<file path="config.mk">
export PLATFORM = sky130hd
export DESIGN_NAME = rtp_payload_split_about_equal_unit
export DESIGN_NICKNAME = d
export VERILOG_FILES = /design/src/rtl/rps_pkg.sv /design/src/rtl/rps_div.sv /design/src/rtl/rps_front.sv /design/src/rtl/rps_fifo.sv /design/src/rtl/rps_back.sv /design/src/rtl/rtp_payload_split_about_equal_unit.sv
export SDC_FILE = /design/constraint.sdc
export NUM_CORES = 1
export LEC_CHECK = 0
export BUFFER_PORTS_ARGS = -buffer_cell sky130_fd_sc_hd__buf_2
export CORE_MARGIN = 1.5
export CORE_UTILIZATION = 50
export DETAILED_ROUTE_END_ITERATION = 10
export GPL_TIMING_DRIVEN = 1
export PLACE_DENSITY = 0.7
export SYNTH_ARGS = -nofsm -noshare
export SYNTH_HDL_FRONTEND = slang
export SYNTH_SLANG_ARGS = --single-unit
</file>
<file path="constraint.sdc">
create_clock -name clk -period 21.9 [get_ports clk]
set_input_delay 1.095 -clock clk [delete_from_list [all_inputs] [get_ports clk]]
set_output_delay 1.095 -clock clk [all_outputs]
set_load 0.02 [all_outputs]
</file>
<file path="src/rtl/rps_pkg.sv">
// shared types and constants of the rtp payload splitter
// no dependencies; imported by every module of the block

package rps_pkg;

	localparam int MAX_PACKETS_DEF = 64;
	localparam int QUEUE_DEPTH     = 2;
	localparam int DIV_W           = 18;

	localparam int PAY_W   = 16;
	localparam int OVH_W   = 10;
	localparam int IDX_W   = 6;
	localparam int CNT17_W = 17;

	localparam logic [PAY_W-1:0] CAP_RESET = 16'd1200;

	typedef enum logic [1:0] {
		REG_MAX_PAYLOAD = 2'd0,
		REG_FIRST_OVH   = 2'd1,
		REG_LAST_OVH    = 2'd2,
		REG_SINGLE_OVH  = 2'd3
	} cfg_reg_t;

	typedef enum logic [1:0] {
		STATUS_OK   = 2'd0,
		STATUS_ROOM = 2'd1,
		STATUS_MANY = 2'd2
	} split_status_t;

	typedef enum logic [1:0] {
		KIND_SINGLE = 2'd0,
		KIND_ROOM   = 2'd1,
		KIND_SPLIT  = 2'd2
	} item_kind_t;

	typedef struct packed {
		item_kind_t           kind;
		logic [PAY_W-1:0]     payload;
		logic [CNT17_W-1:0]   per;
		logic [CNT17_W-1:0]   larger;
		logic [CNT17_W-1:0]   left;
	} split_item_t;

	typedef struct packed {
		logic             start;
		logic [DIV_W-1:0] dividend;
		logic [DIV_W-1:0] divisor;
	} div_req_t;

	typedef struct packed {
		logic             done;
		logic [DIV_W-1:0] quot;
		logic [DIV_W-1:0] rem;
	} div_rsp_t;

	typedef enum logic [2:0] {
		F_IDLE  = 3'd0,
		F_CLASS = 3'd1,
		F_DIV1  = 3'd2,
		F_DIV2  = 3'd3,
		F_PUSH  = 3'd4
	} front_state_t;

	typedef enum logic [1:0] {
		B_IDLE  = 2'd0,
		B_ONE   = 2'd1,
		B_COUNT = 2'd2,
		B_EMIT  = 2'd3
	} back_state_t;

endpackage

</file>
<file path="src/rtl/rps_div.sv">
// restoring divider, one quotient bit per cycle
// depends on rps_pkg

module rps_div (
	input  logic              clk,
	input  logic              arst_n,
	input  rps_pkg::div_req_t req,
	output rps_pkg::div_rsp_t rsp
);
	import rps_pkg::*;

	localparam int CW = $clog2(DIV_W + 1);

	logic             busy_q;
	logic             done_q;
	logic [CW-1:0]    cnt_q;
	logic [DIV_W-1:0] rem_q;
	logic [DIV_W-1:0] dq_q;
	logic [DIV_W-1:0] dsr_q;
	logic [DIV_W:0]   shifted;
	logic [DIV_W:0]   diff;
	logic             qbit;
	logic [DIV_W-1:0] rem_nx;

	always_comb begin
		shifted = {rem_q, dq_q[DIV_W-1]};
		diff    = shifted - {1'b0, dsr_q};
		qbit    = shifted >= {1'b0, dsr_q};
		rem_nx  = qbit ? diff[DIV_W-1:0] : shifted[DIV_W-1:0];
	end

	always_ff @(posedge clk or negedge arst_n) begin
		if (!arst_n) begin
			busy_q <= 1'b0;
			done_q <= 1'b0;
			cnt_q  <= '0;
		end else begin
			done_q <= 1'b0;
			if (req.start) begin
				busy_q <= 1'b1;
				cnt_q  <= CW'(DIV_W);
			end else if (busy_q) begin
				cnt_q <= cnt_q - CW'(1);
				if (cnt_q == CW'(1)) begin
					busy_q <= 1'b0;
					done_q <= 1'b1;
				end
			end
		end
	end

	always_ff @(posedge clk) begin
		if (req.start) begin
			rem_q <= '0;
			dq_q  <= req.dividend;
			dsr_q <= req.divisor;
		end else if (busy_q) begin
			rem_q <= rem_nx;
			dq_q  <= {dq_q[DIV_W-2:0], qbit};
		end
	end

	assign rsp.done = done_q;
	assign rsp.quot = dq_q;
	assign rsp.rem  = rem_q;

endmodule

</file>
<file path="src/rtl/rps_front.sv">
// front end: takes a payload size, classifies it and works out the split plan
// depends on rps_pkg and rps_div

module rps_front (
	input  logic                      clk,
	input  logic                      arst_n,
	input  logic                      in_valid,
	output logic                      in_ready,
	input  logic [rps_pkg::PAY_W-1:0] in_payload,
	input  logic [rps_pkg::PAY_W-1:0] cap,
	input  logic [rps_pkg::OVH_W-1:0] first_ovh,
	input  logic [rps_pkg::OVH_W-1:0] last_ovh,
	input  logic [rps_pkg::OVH_W-1:0] single_ovh,
	output logic                      push,
	output rps_pkg::split_item_t      push_item,
	input  logic                      full
);
	import rps_pkg::*;

	front_state_t         state_q, state_d;
	logic [PAY_W-1:0]     payload_q;
	item_kind_t           kind_q, kind_d;
	logic [CNT17_W-1:0]   left_q, per_q, larger_q;
	logic [CNT17_W-1:0]   left_n;
	logic [DIV_W-1:0]     tot;
	logic                 fits;
	div_req_t             dreq;
	div_rsp_t             drsp;

	rps_div u_div (
		.clk    (clk),
		.arst_n (arst_n),
		.req    (dreq),
		.rsp    (drsp)
	);

	always_comb begin
		tot    = DIV_W'(payload_q) + DIV_W'(first_ovh) + DIV_W'(last_ovh);
		fits   = {1'b0, cap} >= ({1'b0, payload_q} + (PAY_W+1)'(single_ovh));
		left_n = (drsp.quot[CNT17_W-1:0] == CNT17_W'(1)) ? CNT17_W'(2)
			: drsp.quot[CNT17_W-1:0];
		if (payload_q == '0) begin
			kind_d = KIND_ROOM;
		end else if (fits) begin
			kind_d = KIND_SINGLE;
		end else if (cap <= PAY_W'(first_ovh) || cap <= PAY_W'(last_ovh)) begin
			kind_d = KIND_ROOM;
		end else begin
			kind_d = KIND_SPLIT;
		end
	end

	always_comb begin
		state_d       = state_q;
		in_ready      = 1'b0;
		push          = 1'b0;
		dreq.start    = 1'b0;
		dreq.dividend = tot + DIV_W'(cap) - DIV_W'(1);
		dreq.divisor  = DIV_W'(cap);
		case (state_q)
			F_IDLE: begin
				in_ready = 1'b1;
				if (in_valid) state_d = F_CLASS;
			end
			F_CLASS: begin
				if (kind_d == KIND_SPLIT) begin
					dreq.start = 1'b1;
					state_d    = F_DIV1;
				end else begin
					state_d = F_PUSH;
				end
			end
			F_DIV1: begin
				dreq.dividend = tot;
				dreq.divisor  = DIV_W'(left_n);
				if (drsp.done) begin
					dreq.start = 1'b1;
					state_d    = F_DIV2;
				end
			end
			F_DIV2: begin
				if (drsp.done) state_d = F_PUSH;
			end
			F_PUSH: begin
				if (!full) begin
					push    = 1'b1;
					state_d = F_IDLE;
				end
			end
			default: state_d = F_IDLE;
		endcase
	end

	always_ff @(posedge clk or negedge arst_n) begin
		if (!arst_n) begin
			state_q <= F_IDLE;
		end else begin
			state_q <= state_d;
		end
	end

	always_ff @(posedge clk) begin
		if (in_ready && in_valid) payload_q <= in_payload;
		if (state_q == F_CLASS) kind_q <= kind_d;
		if (state_q == F_DIV1 && drsp.done) left_q <= left_n;
		if (state_q == F_DIV2 && drsp.done) begin
			per_q    <= drsp.quot[CNT17_W-1:0];
			larger_q <= drsp.rem[CNT17_W-1:0];
		end
	end

	assign push_item.kind    = kind_q;
	assign push_item.payload = payload_q;
	assign push_item.per     = per_q;
	assign push_item.larger  = larger_q;
	assign push_item.left    = left_q;

	a_div_done_in_div: assert property (@(posedge clk) disable iff (!arst_n)
		drsp.done |-> (state_q == F_DIV1 || state_q == F_DIV2))
		else $error("divider finished outside a division state");

endmodule

</file>
<file path="src/rtl/rps_fifo.sv">
// short queue of split plans between front and back
// depends on rps_pkg

module rps_fifo (
	input  logic                 clk,
	input  logic                 arst_n,
	input  logic                 push,
	input  rps_pkg::split_item_t push_item,
	output logic                 full,
	input  logic                 pop,
	output rps_pkg::split_item_t head,
	output logic                 empty
);
	import rps_pkg::*;

	localparam int PW = (QUEUE_DEPTH > 1) ? $clog2(QUEUE_DEPTH) : 1;
	localparam int NW = $clog2(QUEUE_DEPTH + 1);

	split_item_t       mem [QUEUE_DEPTH];
	logic [PW-1:0]     wr_q, rd_q;
	logic [NW-1:0]     num_q;

	function automatic logic [PW-1:0] inc_ptr(input logic [PW-1:0] p);
		if (p == PW'(QUEUE_DEPTH - 1)) return '0;
		return p + PW'(1);
	endfunction

	assign full  = num_q == NW'(QUEUE_DEPTH);
	assign empty = num_q == '0;
	assign head  = mem[rd_q];

	always_ff @(posedge clk or negedge arst_n) begin
		if (!arst_n) begin
			wr_q  <= '0;
			rd_q  <= '0;
			num_q <= '0;
		end else begin
			if (push) wr_q <= inc_ptr(wr_q);
			if (pop)  rd_q <= inc_ptr(rd_q);
			if (push && !pop) num_q <= num_q + NW'(1);
			else if (pop && !push) num_q <= num_q - NW'(1);
		end
	end

	always_ff @(posedge clk) begin
		if (push) mem[wr_q] <= push_item;
	end

	a_no_overflow: assert property (@(posedge clk) disable iff (!arst_n)
		push |-> !full)
		else $error("queue written while full");
	a_no_underflow: assert property (@(posedge clk) disable iff (!arst_n)
		pop |-> !empty)
		else $error("queue read while empty");

endmodule

</file>
<file path="src/rtl/rps_back.sv">
// back end: walks the split plan, checks the packet count, then emits packet sizes
// depends on rps_pkg; drives the output register

module rps_back #(
	parameter int MAX_PACKETS = rps_pkg::MAX_PACKETS_DEF
) (
	input  logic                      clk,
	input  logic                      arst_n,
	input  logic [rps_pkg::OVH_W-1:0] first_ovh,
	input  rps_pkg::split_item_t      head,
	input  logic                      empty,
	output logic                      pop,
	output logic                      out_valid,
	input  logic                      out_ready,
	output logic [rps_pkg::PAY_W-1:0] out_bytes,
	output logic [rps_pkg::IDX_W-1:0] out_index,
	output logic                      out_last,
	output rps_pkg::split_status_t    out_status
);
	import rps_pkg::*;

	localparam int CW = $clog2(MAX_PACKETS + 1);

	back_state_t          state_q, state_d;
	split_item_t          ent_q;
	logic [PAY_W-1:0]     remain_q;
	logic signed [17:0]   lft_q;
	logic [CNT17_W-1:0]   per_q;
	logic                 isfirst_q;
	logic [CW-1:0]        cnt_q;
	logic [PAY_W-1:0]     res_bytes_q;
	split_status_t        res_status_q;

	logic                 ov_q;
	logic [PAY_W-1:0]     ob_q;
	logic [IDX_W-1:0]     oi_q;
	logic                 ol_q;
	split_status_t        os_q;

	logic [CNT17_W-1:0]   per_n;
	logic [CNT17_W-1:0]   cur_a;
	logic [PAY_W-1:0]     cur_b, cur;
	logic                 slot_free;

	logic                 init_en, step_en, cnt_clr, cnt_inc, res_en, out_load;
	logic [PAY_W-1:0]     res_bytes_d, ld_bytes;
	split_status_t        res_status_d, ld_status;
	logic [IDX_W-1:0]     ld_index;
	logic                 ld_last;

	assign slot_free = !ov_q || out_ready;

	// one step of the packet plan
	always_comb begin
		per_n = (lft_q == $signed({1'b0, ent_q.larger})) ? per_q + CNT17_W'(1) : per_q;
		cur_a = per_n;
		if (isfirst_q) begin
			if (per_n > CNT17_W'(first_ovh) + CNT17_W'(1)) cur_a = per_n - CNT17_W'(first_ovh);
			else cur_a = CNT17_W'(1);
		end
		cur_b = (cur_a > CNT17_W'(remain_q)) ? remain_q : cur_a[PAY_W-1:0];
		cur   = (lft_q == 18'sd2 && cur_b == remain_q) ? cur_b - PAY_W'(1) : cur_b;
	end

	always_comb begin
		state_d      = state_q;
		pop          = 1'b0;
		init_en      = 1'b0;
		step_en      = 1'b0;
		cnt_clr      = 1'b0;
		cnt_inc      = 1'b0;
		res_en       = 1'b0;
		res_bytes_d  = '0;
		res_status_d = STATUS_ROOM;
		out_load     = 1'b0;
		ld_bytes     = res_bytes_q;
		ld_index     = '0;
		ld_last      = 1'b1;
		ld_status    = res_status_q;
		case (state_q)
			B_IDLE: begin
				if (!empty) begin
					pop = 1'b1;
					case (head.kind)
						KIND_SINGLE: begin
							res_en       = 1'b1;
							res_bytes_d  = head.payload;
							res_status_d = STATUS_OK;
							state_d      = B_ONE;
						end
						KIND_SPLIT: begin
							init_en = 1'b1;
							cnt_clr = 1'b1;
							state_d = B_COUNT;
						end
						default: begin
							res_en  = 1'b1;
							state_d = B_ONE;
						end
					endcase
				end
			end
			B_COUNT: begin
				if (remain_q == '0) begin
					init_en = 1'b1;
					cnt_clr = 1'b1;
					state_d = B_EMIT;
				end else if (cnt_q >= CW'(MAX_PACKETS)) begin
					res_en       = 1'b1;
					res_status_d = STATUS_MANY;
					state_d      = B_ONE;
				end else begin
					step_en = 1'b1;
					cnt_inc = 1'b1;
				end
			end
			B_EMIT: begin
				if (slot_free) begin
					out_load  = 1'b1;
					ld_bytes  = cur;
					ld_index  = IDX_W'(cnt_q);
					ld_last   = cur == remain_q;
					ld_status = STATUS_OK;
					step_en   = 1'b1;
					cnt_inc   = 1'b1;
					if (cur == remain_q) state_d = B_IDLE;
				end
			end
			B_ONE: begin
				if (slot_free) begin
					out_load = 1'b1;
					state_d  = B_IDLE;
				end
			end
			default: state_d = B_IDLE;
		endcase
	end

	always_ff @(posedge clk or negedge arst_n) begin
		if (!arst_n) begin
			state_q <= B_IDLE;
			ov_q    <= 1'b0;
		end else begin
			state_q <= state_d;
			if (out_load) ov_q <= 1'b1;
			else if (out_ready) ov_q <= 1'b0;
		end
	end

	always_ff @(posedge clk) begin
		if (pop) ent_q <= head;
		if (res_en) begin
			res_bytes_q  <= res_bytes_d;
			res_status_q <= res_status_d;
		end
		if (init_en) begin
			remain_q  <= (state_q == B_IDLE) ? head.payload : ent_q.payload;
			lft_q     <= (state_q == B_IDLE) ? $signed({1'b0, head.left})
				: $signed({1'b0, ent_q.left});
			per_q     <= (state_q == B_IDLE) ? head.per : ent_q.per;
			isfirst_q <= 1'b1;
		end else if (step_en) begin
			remain_q  <= remain_q - cur;
			lft_q     <= lft_q - 18'sd1;
			per_q     <= per_n;
			isfirst_q <= 1'b0;
		end
		if (cnt_clr) cnt_q <= '0;
		else if (cnt_inc) cnt_q <= cnt_q + CW'(1);
		if (out_load) begin
			ob_q <= ld_bytes;
			oi_q <= ld_index;
			ol_q <= ld_last;
			os_q <= ld_status;
		end
	end

	assign out_valid  = ov_q;
	assign out_bytes  = ob_q;
	assign out_index  = oi_q;
	assign out_last   = ol_q;
	assign out_status = os_q;

	a_error_word_shape: assert property (@(posedge clk) disable iff (!arst_n)
		(ov_q && os_q != STATUS_OK) |-> (ol_q && ob_q == '0 && oi_q == '0))
		else $error("error word is not a single empty packet");
	a_emit_has_bytes_left: assert property (@(posedge clk) disable iff (!arst_n)
		(state_q == B_EMIT) |-> (remain_q != '0))
		else $error("emitting with nothing left to split");

endmodule

</file>
<file path="src/rtl/rtp_payload_split_about_equal_unit.sv">
// top level of the rtp payload splitter: configuration registers, front, queue, back
// depends on rps_pkg, rps_front, rps_fifo, rps_back
//
// usage:
//   configuration: wr_en writes wr_data into register wr_index (0 max payload,
//   1 first overhead, 2 last overhead, 3 single overhead); write only while idle.
//   input stream: one word per payload, s_axis_tdata holds the payload size.
//   output stream: one word per packet; tlast marks the final word of a payload,
//   tuser carries the status, an error gives a single word of zero bytes.
//   front end: an empty, single-packet or no-room payload passes the classify and
//   push states into the queue after it is taken; a split also needs two divider
//   passes, one for the packet count and one for the per-packet size.
//   the back end then runs a count pass over the planned packets (at most
//   MAX_PACKETS of them) before it emits one word per packet. the divider and
//   the count pass set the rate.
//   front and back run independently through a two-entry queue, so a new payload
//   is taken while the previous one is still being emitted.
//   reset: registers return to 1200/0/0/0 and all streams are empty.
//   a stalled receiver holds the output word; the back end and then the queue
//   fill and s_axis_tready drops.

module rtp_payload_split_about_equal_unit #(
	parameter int MAX_PACKETS = rps_pkg::MAX_PACKETS_DEF
) (
	input  logic                      clk,
	input  logic                      arst_n,
	input  logic                      wr_en,
	input  rps_pkg::cfg_reg_t         wr_index,
	input  logic [rps_pkg::PAY_W-1:0] wr_data,
	input  logic                      s_axis_tvalid,
	output logic                      s_axis_tready,
	input  logic [15:0]               s_axis_tdata,  // payload_bytes
	output logic                      m_axis_tvalid,
	input  logic                      m_axis_tready,
	output logic [23:0]               m_axis_tdata,  // packet_bytes, packet_index, zero pad
	output logic                      m_axis_tlast,  // last_packet
	output logic [1:0]                m_axis_tuser   // split_status
);
	import rps_pkg::*;

	logic [PAY_W-1:0] cap_q;
	logic [OVH_W-1:0] first_q, last_q, single_q;

	logic             push, pop, full, empty;
	split_item_t      push_item, head;

	logic [PAY_W-1:0] out_bytes;
	logic [IDX_W-1:0] out_index;
	split_status_t    out_status;

	always_ff @(posedge clk or negedge arst_n) begin
		if (!arst_n) begin
			cap_q    <= CAP_RESET;
			first_q  <= '0;
			last_q   <= '0;
			single_q <= '0;
		end else if (wr_en) begin
			case (wr_index)
				REG_MAX_PAYLOAD: cap_q    <= wr_data;
				REG_FIRST_OVH:   first_q  <= wr_data[OVH_W-1:0];
				REG_LAST_OVH:    last_q   <= wr_data[OVH_W-1:0];
				REG_SINGLE_OVH:  single_q <= wr_data[OVH_W-1:0];
				default: ;
			endcase
		end
	end

	rps_front u_front (
		.clk        (clk),
		.arst_n     (arst_n),
		.in_valid   (s_axis_tvalid),
		.in_ready   (s_axis_tready),
		.in_payload (s_axis_tdata),
		.cap        (cap_q),
		.first_ovh  (first_q),
		.last_ovh   (last_q),
		.single_ovh (single_q),
		.push       (push),
		.push_item  (push_item),
		.full       (full)
	);

	rps_fifo u_fifo (
		.clk       (clk),
		.arst_n    (arst_n),
		.push      (push),
		.push_item (push_item),
		.full      (full),
		.pop       (pop),
		.head      (head),
		.empty     (empty)
	);

	rps_back #(
		.MAX_PACKETS (MAX_PACKETS)
	) u_back (
		.clk        (clk),
		.arst_n     (arst_n),
		.first_ovh  (first_q),
		.head       (head),
		.empty      (empty),
		.pop        (pop),
		.out_valid  (m_axis_tvalid),
		.out_ready  (m_axis_tready),
		.out_bytes  (out_bytes),
		.out_index  (out_index),
		.out_last   (m_axis_tlast),
		.out_status (out_status)
	);

	assign m_axis_tdata = {2'b00, out_index, out_bytes};
	assign m_axis_tuser = out_status;

endmodule

</file>
==> results_dict.tcl <==
set metrics [dict create \
    postLayoutCoreUtil_pct 56.3 \
    p_total_mw 5.37 \
    cpPeakStageDelay_ns 0.60 \
    grt_pass1_vias 18600 \
    antenna_found_initial 0 \
    fin_crit_sh_pct 51.3 \
    synth_top_cell_area_share_pct 43.9 \
    core-area_um2 54100 \
    worstMarginPinSlew_ns 1.06 \
    fin_skew_ns 0.0188 \
    crit_family "compound AO/OA/AOI/OAI gates" \
    rows 85 \
    hold_class "register to register" \
    rsz0062_at_grt "false" \
    ys_top_cells_by_area "edfxtp_1, ha_1, dfrtp_1, mux2_2, mux2i_1" \
    ant_nets 0 \
    power-per-cell-area_nw_per_um2 176 \
    post-dp-hpwl_um 52000 \
    stdcell_area_um2 30500 \
    crit_slowest_cell "nor2_1" \
    grt_usage_pct 25.0 \
    port_buffers 65 \
    drtPass1Iterations 5 \
    viasPerCell 5.92 \
    worstSetupPathType "register to register" \
    ys.flop_type "edfxtp_1" \
    tns_ns 0 \
    avgRoutedWirePerCell_um 21.7 \
    critPathBufInv 1 \
    via_count 19200 \
    outcome "finished clean" \
    die_area_um2 56600 \
    ir_drop_mv 0.219 \
    yosysTopAreaCell "edfxtp_1" \
    fill_cells 4436 \
    ys_async_sr_fraction_pct 12.8 \
    io_pins 68 \
    critPathMaxFanout 21 \
    postSynthAreaPerCell_um2 11.3 \
    initial_core_util_pct 50.9 \
    cts.sinks 492 \
    syn_area_um2 27600 \
    synth_edf_count 403 \
    regToRegStartpoint "u_back.lft_q[2]" \
    syn_inst 2450 \
    setup-violations-final 0 \
    slew_viol_final 0 \
    cp.required_ns 22.22 \
    r2r_end "u_back.remain_q[12]" \
    cts_tree "built" \
    hold_viol 0 \
    drc 0 \
    cts_max_level 2 \
    worstSetupPathDepth 36 \
    clk_latency_ns 0.61 \
    final_cell_mix "edfxtp_1, inv_1, nand2_1" \
    crit_start "u_back.lft_q[2]" \
    path_clk_slew_ns 0.06 \
    leakage_nw 11.9 \
    layout-drive-gt1-share_pct 13.2 \
    gr-total-overflow 0 \
    endpoint_kind "register" \
    ys_types 99 \
    relSlewSlack_pct 28.8 \
    fin_crit_ns 11.24 \
    die-height_um 238 \
    crit_arrival_ns 11.56 \
    wl_um 70300 \
    fmax_ghz 0.0890 \
    syn_to_final_growth_pct 10.5 \
    drv_cap 0 \
    cts_buffer_depth 3 \
    r2r_slack_ns 10.66 \
    cts_resized 0 \
    setup.worst_path.start_class "register" \
    ff2ff_path_depth 36 \
    die_w_um 238 \
    gp_congestion 0.953 \
    grt_pass1_wl_um 108000 \
    cts_root_buf "clkbuf_16" \
    antenna_cells 0 \
    postCtsHoldBufs 0 \
    worstSetupEndpoint "u_back.remain_q[12]" \
    ys_ff_latch 492 \
    yosys_warnings 0 \
    detail_route.iter0.violations 1653 \
    final_common_cell "edfxtp_1" \
    grt_start_max_net_pins 73 \
    fin_nets 2703 \
    placed_cell_area_um2 28600 \
    post_cts_buffers 0 \
    numCtsBuffers 52 \
    ys_seq_area_share_pct 51.5 \
]
[power breakdown]
group	internal [mW]	switching [mW]	total, mW
combinational	1.12	1.69	2.80
sequential	1.38	0.237	1.61
clock	0.575	0.379	0.954
[state kept, by name, indices dropped and copies added (netlist names), 3 cells and up]
signal	cells
u_back.per_q	17
cap_q	16
u_front.payload_q	16
u_back.out_index	6
first_q	10
u_front.per_q	17
u_front.u_div.cnt_q	5
u_back.lft_q	18
u_front.u_div.dq_q	18
single_q	10
u_back.cnt_q	7
u_fifo.mem	138
u_back.res_bytes_q	16
u_front.left_q	17
u_back.ent_q	67
u_front.u_div.rem_q	18
u_back.remain_q	16
u_front.u_div.dsr_q	17
last_q	10
u_front.state_q	3
u_back.out_bytes	16
u_front.larger_q	17
[cells in the mapped netlist (all sizes together), types with 22 or more instances]
master  count
edfxtp    403
inv       188
nand2     185
ha        164
nor2      153
o21ai     137
xnor2     107
a21oi     105
mux2      102
mux2i      96
clkbuf     85
dfrtp      59
xor2       59
nand3      43
a21o       37
nor3       37
nand4      36
nand2b     31
nor4       29
nor2b      28
and2       27
dfxtp      26
o211ai     24
o21bai     24
a211oi     22
[metrics by stage]
step | hold WS (ns) | std cells | setup slack (ns)
finish | 0.445 | 3233 | 10.66
global route | 0.448 | 3233 | 9.67
CTS | 0.430 | 3233 | 10.80
detailed placement | 0.431 | 3135 | 10.85
global placement | 0.423 | 3135 | 11.32
floorplan | 0.421 | 2451 | 12.27
[worst min-delay path by stage]
| stage | cells after the start | to | slack (ns) | from |
|---|---|---|---|---|
| after floorplan | 0 | u_fifo.mem[0][0] | 0.42 | u_front.left_q[0] |
| after global placement | 0 | u_fifo.mem[1][39] | 0.42 | u_front.per_q[5] |
| after detailed placement | 0 | u_fifo.mem[1][3] | 0.43 | u_front.left_q[3] |
| after CTS | 0 | u_fifo.mem[0][37] | 0.43 | u_front.per_q[3] |
| after global routing | 0 | u_fifo.mem[0][46] | 0.45 | u_front.per_q[12] |
| final | 0 | u_fifo.mem[0][46] | 0.44 | u_front.per_q[12] |
[area by class of cell]
class | instances | area [µm²] | area share (%)
Multi-Input combinational cell | 1671 | 12300 | 40.4
Tap cell | 696 | 871 | 2.86
Timing Repair Buffer | 87 | 490 | 1.61
Sequential cell | 492 | 14200 | 46.6
Clock buffer | 60 | 1380 | 4.54
Clock inverter | 38 | 498 | 1.63
Inverter | 189 | 709 | 2.33
[routing by layer]
metal / GRT usage [%] / up-vias / wire [µm]
met1: 34.9 / 9321 / 31200
met2: 40.3 / 666 / 32500
met4: 9.19 / 0 / 2420
met3: 2.87 / 139 / 4120
met5: 0 / - / 0
li1: - / 9025 / -
[logic make-up (layout without fill, tap and decap cells)]
family          Yosys count  after routing  synth area share [%]
xor+xnor                167            167                  5.41
fa+ha+maj               173            173                  8.02
buf+inv                 288            374                  4.02
compound gates          475            475                  11.2
mux                     198            198                  7.66
other cells               1              2                0.0136
flops                   492            492                  51.5
simple gates            656            656                  12.2
No activity file was read; power rests on OpenSTA's default activity.
